<file path="config.mk">
export PLATFORM = sky130hd
export DESIGN_NAME = scalar_kalman_filter_top
export DESIGN_NICKNAME = d
export VERILOG_FILES = /design/src/rtl/skf_pkg.sv /design/src/rtl/scalar_kalman_filter_top.sv
export VERILOG_INCLUDE_DIRS = /design/src /design/src/rtl
export SDC_FILE = /design/constraint.sdc
export NUM_CORES = 2
export LEC_CHECK = 0
export BUFFER_PORTS_ARGS = -buffer_cell sky130_fd_sc_hd__buf_2
export CAP_MARGIN = 20
export CORE_ASPECT_RATIO = 0.9
export CORE_UTILIZATION = 45
export CTS_CLUSTER_SIZE = 28
export DETAILED_ROUTE_END_ITERATION = 12
export PLACE_DENSITY = 0.67
export RECOVER_POWER = 50
export SLEW_MARGIN = 20
export SYNTH_ARGS = -nofsm -noshare
export SYNTH_HDL_FRONTEND = slang
export SYNTH_SLANG_ARGS = --single-unit
export TNS_END_PERCENT = 1
</file>
<file path="constraint.sdc">
create_clock -name clock -period 9.4 [get_ports clock]
set_input_delay 0.94 -clock clock [delete_from_list [all_inputs] [get_ports clock]]
set_output_delay 0.94 -clock clock [all_outputs]
set_load 0.1 [all_outputs]
</file>
<file path="src/rtl/scalar_kalman_filter_top_assert.svh">
// assertion macros for the scalar kalman filter
`ifndef SCALAR_KALMAN_FILTER_TOP_ASSERT_SVH
`define SCALAR_KALMAN_FILTER_TOP_ASSERT_SVH

// generic clocked check with a reset that disables it
`define SKF_ASSERT_CLK(label, clk, rst, prop, msg) \
   label: assert property (@(posedge clk) disable iff (rst) prop) else $error(msg);

// check on the block's own clock and reset
`define SKF_ASSERT(label, prop, msg) \
   `SKF_ASSERT_CLK(label, clock, reset, prop, msg)

`endif

</file>
<file path="src/rtl/skf_pkg.sv">
// shared constants and types of the scalar kalman filter
package skf_pkg;

   localparam int DATA_WIDTH = 32;
   localparam int FRAC_BITS  = 16;
   localparam int GAIN_W     = FRAC_BITS + 1;
   localparam int MAG_W      = DATA_WIDTH + 1;
   localparam int PROD_W     = MAG_W + GAIN_W;
   localparam int CNT_W      = $clog2(FRAC_BITS);
   localparam int IDX_W      = 2;

   localparam logic [GAIN_W-1:0] GAIN_ONE = GAIN_W'(1) << FRAC_BITS;

   localparam logic [DATA_WIDTH-1:0] RST_Q = DATA_WIDTH'(7);
   localparam logic [DATA_WIDTH-1:0] RST_R = DATA_WIDTH'(13107200);
   localparam logic [DATA_WIDTH-1:0] RST_X = DATA_WIDTH'(2621440);
   localparam logic [DATA_WIDTH-1:0] RST_P = DATA_WIDTH'(65536000);

   typedef enum logic [IDX_W-1:0] {
      REG_PROCESS_NOISE      = 2'd0,
      REG_MEASUREMENT_NOISE  = 2'd1,
      REG_INITIAL_ESTIMATE   = 2'd2,
      REG_INITIAL_COVARIANCE = 2'd3
   } reg_index_type;

   typedef enum logic [2:0] {
      ST_IDLE,
      ST_PRED,
      ST_DEN,
      ST_DIV,
      ST_MULX,
      ST_MULP,
      ST_DONE
   } state_type;

endpackage

</file>
<file path="src/rtl/scalar_kalman_filter_top.sv">
// scalar kalman filter top level: one request beat in, one result beat out per update
// an update runs through prediction, denominator, 16 gain-division steps, two multiplies on one
//   shared multiplier and write-back; the division steps are skipped when r is zero
// a new beat is taken only once the previous update is finished; the gain divider works one bit
//   per cycle, and a finished result waits while the previous result beat is stalled
// reset: synchronous, restores registers to defaults and estimate/covariance to initial values
`include "scalar_kalman_filter_top_assert.svh"

module scalar_kalman_filter_top (
   input  logic                               clock,
   input  logic                               reset,
   input  logic                               req_valid,
   output logic                               req_stall,
   input  logic signed [skf_pkg::DATA_WIDTH-1:0] req_measurement,
   input  logic                               req_restart,
   output logic                               rsp_valid,
   input  logic                               rsp_stall,
   output logic signed [skf_pkg::DATA_WIDTH-1:0] rsp_estimate,
   output logic        [skf_pkg::DATA_WIDTH-1:0] rsp_covariance,
   output logic        [skf_pkg::GAIN_W-1:0]     rsp_gain,
   input  logic                               csr_write,
   input  logic        [skf_pkg::IDX_W-1:0]      csr_index,
   input  logic        [skf_pkg::DATA_WIDTH-1:0] csr_wdata
);

   localparam int DW = skf_pkg::DATA_WIDTH;
   localparam int FB = skf_pkg::FRAC_BITS;
   localparam int GW = skf_pkg::GAIN_W;
   localparam int MW = skf_pkg::MAG_W;
   localparam int PW = skf_pkg::PROD_W;
   localparam int CW = skf_pkg::CNT_W;

   skf_pkg::state_type state_ff, state_in;

   logic [DW-1:0] q_ff, q_in;
   logic [DW-1:0] r_ff, r_in;
   logic [DW-1:0] x0_ff, x0_in;
   logic [DW-1:0] p0_ff, p0_in;
   logic [DW-1:0] x_ff, x_in;
   logic [DW-1:0] p_ff, p_in;
   logic          rsp_valid_ff, rsp_valid_in;

   logic [DW-1:0] z_ff, z_in;
   logic [DW-1:0] p1_ff, p1_in;
   logic [MW-1:0] mag_ff, mag_in;
   logic          neg_ff, neg_in;
   logic [MW-1:0] den_ff, den_in;
   logic [MW-1:0] rem_ff, rem_in;
   logic [GW-1:0] k_ff, k_in;
   logic [CW-1:0] cnt_ff, cnt_in;
   logic [PW-1:0] prod_ff, prod_in;
   logic [DW-1:0] est_out_ff, est_out_in;
   logic [DW-1:0] cov_out_ff, cov_out_in;
   logic [GW-1:0] gain_out_ff, gain_out_in;

   logic          req_fire;
   logic [MW-1:0] p_sum;
   logic [MW-1:0] diff;
   logic [MW:0]   rem_sh;
   logic [MW:0]   rem_sub;
   logic [MW-1:0] mul_a;
   logic [GW-1:0] mul_b;
   logic [MW-1:0] step_q;
   logic [MW-1:0] x_next;
   logic [DW-1:0] cov_new;

   assign req_fire = req_valid && !req_stall;
   assign req_stall = (state_ff != skf_pkg::ST_IDLE);

   // shared multiplier: estimate step first, covariance next
   assign mul_a   = (state_ff == skf_pkg::ST_MULX) ? mag_ff : {1'b0, p1_ff};
   assign mul_b   = (state_ff == skf_pkg::ST_MULX) ? k_ff : skf_pkg::GAIN_ONE - k_ff;
   assign prod_in = PW'(mul_a) * PW'(mul_b);

   assign p_sum   = {1'b0, p_ff} + {1'b0, q_ff};
   assign diff    = {z_ff[DW-1], z_ff} - {x_ff[DW-1], x_ff};
   assign rem_sh  = {rem_ff, 1'b0};
   assign rem_sub = rem_sh - {1'b0, den_ff};
   assign step_q  = prod_ff[FB +: MW];
   assign x_next  = neg_ff ? ({x_ff[DW-1], x_ff} - step_q) : ({x_ff[DW-1], x_ff} + step_q);
   assign cov_new = prod_ff[FB +: DW];

   always_comb begin
      state_in     = state_ff;
      q_in         = q_ff;
      r_in         = r_ff;
      x0_in        = x0_ff;
      p0_in        = p0_ff;
      x_in         = x_ff;
      p_in         = p_ff;
      rsp_valid_in = rsp_valid_ff && rsp_stall;
      z_in         = z_ff;
      p1_in        = p1_ff;
      mag_in       = mag_ff;
      neg_in       = neg_ff;
      den_in       = den_ff;
      rem_in       = rem_ff;
      k_in         = k_ff;
      cnt_in       = cnt_ff;
      est_out_in   = est_out_ff;
      cov_out_in   = cov_out_ff;
      gain_out_in  = gain_out_ff;

      if (csr_write) begin
         case (skf_pkg::reg_index_type'(csr_index))
            skf_pkg::REG_PROCESS_NOISE:      q_in  = csr_wdata;
            skf_pkg::REG_MEASUREMENT_NOISE:  r_in  = csr_wdata;
            skf_pkg::REG_INITIAL_ESTIMATE:   x0_in = csr_wdata;
            skf_pkg::REG_INITIAL_COVARIANCE: p0_in = csr_wdata;
            default: ;
         endcase
      end

      case (state_ff)
         skf_pkg::ST_IDLE: begin
            if (req_fire) begin
               z_in = req_measurement;
               if (req_restart) begin
                  x_in = x0_ff;
                  p_in = p0_ff;
               end
               state_in = skf_pkg::ST_PRED;
            end
         end
         skf_pkg::ST_PRED: begin
            // saturating prediction and the innovation magnitude
            p1_in    = p_sum[DW] ? {DW{1'b1}} : p_sum[DW-1:0];
            neg_in   = diff[MW-1];
            mag_in   = diff[MW-1] ? (MW'(0) - diff) : diff;
            state_in = skf_pkg::ST_DEN;
         end
         skf_pkg::ST_DEN: begin
            den_in = {1'b0, p1_ff} + {1'b0, r_ff};
            rem_in = {1'b0, p1_ff};
            cnt_in = '0;
            if (r_ff == '0) begin
               k_in     = (p1_ff == '0) ? '0 : skf_pkg::GAIN_ONE;
               state_in = skf_pkg::ST_MULX;
            end else begin
               k_in     = '0;
               state_in = skf_pkg::ST_DIV;
            end
         end
         skf_pkg::ST_DIV: begin
            // restoring division, one gain bit per cycle
            if (!rem_sub[MW]) begin
               rem_in = rem_sub[MW-1:0];
               k_in   = {k_ff[GW-2:0], 1'b1};
            end else begin
               rem_in = rem_sh[MW-1:0];
               k_in   = {k_ff[GW-2:0], 1'b0};
            end
            cnt_in = cnt_ff + CW'(1);
            if (cnt_ff == CW'(FB - 1))
               state_in = skf_pkg::ST_MULX;
         end
         skf_pkg::ST_MULX: begin
            state_in = skf_pkg::ST_MULP;
         end
         skf_pkg::ST_MULP: begin
            x_in     = x_next[DW-1:0];
            state_in = skf_pkg::ST_DONE;
         end
         skf_pkg::ST_DONE: begin
            if (!rsp_valid_ff || !rsp_stall) begin
               p_in         = cov_new;
               est_out_in   = x_ff;
               cov_out_in   = cov_new;
               gain_out_in  = k_ff;
               rsp_valid_in = 1'b1;
               state_in     = skf_pkg::ST_IDLE;
            end
         end
         default: state_in = skf_pkg::ST_IDLE;
      endcase
   end

   always_ff @(posedge clock) begin
      if (reset) begin
         state_ff     <= skf_pkg::ST_IDLE;
         q_ff         <= skf_pkg::RST_Q;
         r_ff         <= skf_pkg::RST_R;
         x0_ff        <= skf_pkg::RST_X;
         p0_ff        <= skf_pkg::RST_P;
         x_ff         <= skf_pkg::RST_X;
         p_ff         <= skf_pkg::RST_P;
         rsp_valid_ff <= 1'b0;
      end else begin
         state_ff     <= state_in;
         q_ff         <= q_in;
         r_ff         <= r_in;
         x0_ff        <= x0_in;
         p0_ff        <= p0_in;
         x_ff         <= x_in;
         p_ff         <= p_in;
         rsp_valid_ff <= rsp_valid_in;
      end
   end

   always_ff @(posedge clock) begin
      z_ff        <= z_in;
      p1_ff       <= p1_in;
      mag_ff      <= mag_in;
      neg_ff      <= neg_in;
      den_ff      <= den_in;
      rem_ff      <= rem_in;
      k_ff        <= k_in;
      cnt_ff      <= cnt_in;
      prod_ff     <= prod_in;
      est_out_ff  <= est_out_in;
      cov_out_ff  <= cov_out_in;
      gain_out_ff <= gain_out_in;
   end

   assign rsp_valid      = rsp_valid_ff;
   assign rsp_estimate   = est_out_ff;
   assign rsp_covariance = cov_out_ff;
   assign rsp_gain       = gain_out_ff;

   `SKF_ASSERT(a_accept_starts,
      req_fire |=> state_ff == skf_pkg::ST_PRED,
      "accepted beat did not start the update")
   `SKF_ASSERT(a_gain_range,
      (state_ff == skf_pkg::ST_MULX) |-> (k_ff <= skf_pkg::GAIN_ONE),
      "gain above one")
   `SKF_ASSERT(a_cov_bound,
      (state_ff == skf_pkg::ST_DONE) |-> (cov_new <= p1_ff),
      "covariance grew in the update")
   `SKF_ASSERT(a_done_delivers,
      (state_ff == skf_pkg::ST_DONE && !(rsp_valid_ff && rsp_stall))
         |=> (rsp_valid_ff && state_ff == skf_pkg::ST_IDLE),
      "result beat not delivered")

endmodule

</file>
==> impl_metrics.json <==
{
  "cp.arrival_ns": 9.27,
  "path_common_cell": "fa_1",
  "worst_path_max_delay_cell": "fa_1",
  "reg2reg_slack_ns": 0.68,
  "finish.net_count": 5857,
  "mostFrequentLayoutCells": "nand2_1 (928), inv_1 (715), fa_1 (466)",
  "wl_mm": 134,
  "detail_route.first_pass.iterations": 6,
  "dpl.hpwl_mm": 106,
  "synth.distinct_cells": 101,
  "crit_end": "prod_ff[46]",
  "cp-end-kind": "register",
  "syn_inst": 4917,
  "slowest_delay_ns": 0.58,
  "grt_usage_pct": 27.4,
  "start_util_pct": 45.6,
  "yosys_warnings": 0,
  "via_count": 35000,
  "synth_ff_type": "edfxtp_1",
  "seqCellArea_mm2": 0.0126,
  "hp-start": "req_measurement[3]",
  "dieArea_mm2": 0.0991,
  "antenna_left": 0,
  "cts_tree": "done",
  "synth-seq-cells": 494,
  "cts.repair.resized": 0,
  "ioPinCount": 155,
  "grt_max_degree": 91,
  "skew_ns": 0.0655,
  "htree_levels": 2,
  "syn_avg_cell_area_um2": 8.95,
  "rsz0062_at_grt": "false",
  "clock_path_buffers": 3,
  "synth-seq-area-share_pct": 28.5,
  "period_needed_ns": 8.72,
  "status": "complete, but fails checks",
  "fin_area_mm2": 0.0483,
  "finalSetupTns_ns": 0,
  "coreArea_mm2": 0.0966,
  "root_buffer": "clkbuf_16",
  "hold_path_class": "input port to register",
  "wl_per_cell_um": 21.1,
  "syn_nets": 5729,
  "crit_fanout": 9,
  "syn_area_mm2": 0.0440,
  "grt_pass1_vias": 34700,
  "cts_sinks": 494,
  "syn2layout_area_growth_pct": 9.79,
  "clk_latency_ns": 0.67,
  "crit_type": "register to register",
  "grt_remaining_overflow": 0,
  "timing.final.hold_violations": 0,
  "rows": 108,
  "fillers": 9034,
  "cap_violations": 10,
  "die_h_um": 299,
  "crit_required_ns": 9.95,
  "port_buffers": 154,
  "grt_pass1_wl_mm": 207,
  "antenna_found_initial": 7,
  "reg2reg_to": "prod_ff[46]",
  "setup_viol": 0,
  "cts-hold-fix-buffers": 0,
  "layout_commonest_cell": "nand2_1",
  "violations": "capacitance limit, slew limit",
  "r2r_start": "k_ff[1]",
  "cts_setup_buffers": 0,
  "fin_crit_sh_pct": 92.7,
  "numCtsBuffers": 54,
  "relSlewSlack_pct": -177,
  "multi_input_area_mm2": 0.0281,
  "synth_edf_count": 266,
  "drt_iter0_drc": 3581,
  "startpoint": "k_ff[1]",
  "fin_util_pct": 50.0,
  "reg.largest.list": "den_ff (33), mag_ff (33), rem_ff (33)",
  "postPlaceCellArea_mm2": 0.0466,
  "tightest_slew_ns": 4.15,
  "gp_congestion": 0.965,
  "drc_errors": 0,
  "n_antenna_cell": 0,
  "fmax_mhz": 115,
  "path_clk_slew_ns": 0.06,
  "drive_gt1_share_pct": 6.74,
  "viasPerCell": 5.51,
  "cp-start-kind": "register",
  "slew_viol_final": 445,
  "async_reset_ff_share_pct": 0,
  "worstRegToRegCells": 30,
  "die_w_um": 332
}
==> through the flow <==
stage	std cells	hold slack, ns	setup WS [ns]
5_1_grt	6354	0.423	0.111
6_report	6354	0.445	0.682
3_5_place_dp	6254	0.448	0.663
4_1_cts	6354	0.412	0.694
3_3_place_gp	6253	0.442	0.858
2_1_floorplan	4917	0.432	1.41
==> cells by family after synthesis <==
logic type | after synthesis | synth area share [%]
and+or+nand+nor | 1613 | 15.8
buffers and inverters | 910 | 7.93
AOI/OAI and AO/OA | 829 | 11.9
adders and majority gates | 740 | 29.0
DFF | 494 | 28.5
xor gates and xnor gates | 248 | 4.95
muxes | 83 | 1.89
==> worst min-delay path by stage <==
| stage | end | slack [ns] | depth (start not counted) |
|---|---|---|---|
| 2_1_floorplan | x0_ff[7] | 0.43 | 2 |
| 3_3_place_gp | p0_ff[20] | 0.44 | 2 |
| 3_5_place_dp | p0_ff[11] | 0.45 | 2 |
| 4_1_cts | z_ff[23] | 0.41 | 1 |
| 5_1_grt | z_ff[26] | 0.42 | 1 |
| 6_report | z_ff[3] | 0.44 | 1 |
==> critical path: cells and delay by family, from the launching register on <==
kind,cells,cell delay (ns)
AOI/OAI and AO/OA,7,1.86
and+or+nand+nor,7,1.49
adders and majority gates,8,3.53
DFF,1,0.43
xor gates and xnor gates,2,0.55
buffers and inverters,6,0.78
==> area by class of cell <==
| class | count | share of cell area, % |
|---|---|---|
| multi-input cells | 3513 | 58.2 |
| flip-flops and latches | 494 | 26.0 |
| inverters | 716 | 5.56 |
| well taps | 1265 | 3.27 |
| clock buffers | 74 | 3.25 |
| repair buffers | 266 | 3.06 |
| clock inverters | 26 | 0.714 |
==> metal layers <==
metal,routed length (um),vias up,global-route usage [%],share of wire (%)
met4,6540,2,12.3,4.9
li1,-,16300,-,-
met2,55100,1521,39.6,41
met3,12200,251,5.24,9.1
met5,13,-,0,0.0097
met1,60000,16900,39.6,45
==> synthesized netlist by cell type, drive strengths merged (14+ instances only) <==
cell type | instances | area share (%)
xnor2 | 174 | 3.5
nor2b | 21 | 0.30
xor2 | 74 | 1.5
buf | 24 | 0.37
a21o | 78 | 1.3
clkbuf | 170 | 1.4
nand2b | 25 | 0.36
o211ai | 34 | 0.58
a211oi | 63 | 1.1
nand3 | 61 | 0.70
dfxtp | 228 | 10
ha | 274 | 7.8
and2 | 33 | 0.47
edfxtp | 266 | 18
a31oi | 39 | 0.57
mux2i | 83 | 1.9
nand4 | 23 | 0.34
nand2 | 929 | 7.9
or2 | 14 | 0.20
o21a | 19 | 0.34
fa | 466 | 21
o21bai | 26 | 0.44
nor3 | 48 | 0.59
o21ai | 138 | 1.6
nor2 | 330 | 2.8
inv | 715 | 6.1
a21oi | 328 | 3.8
and3 | 47 | 0.67
nor4 | 31 | 0.47
Power is not shown: default switching activity piles up to over one toggle a cycle in this logic, so the estimate is an artifact.
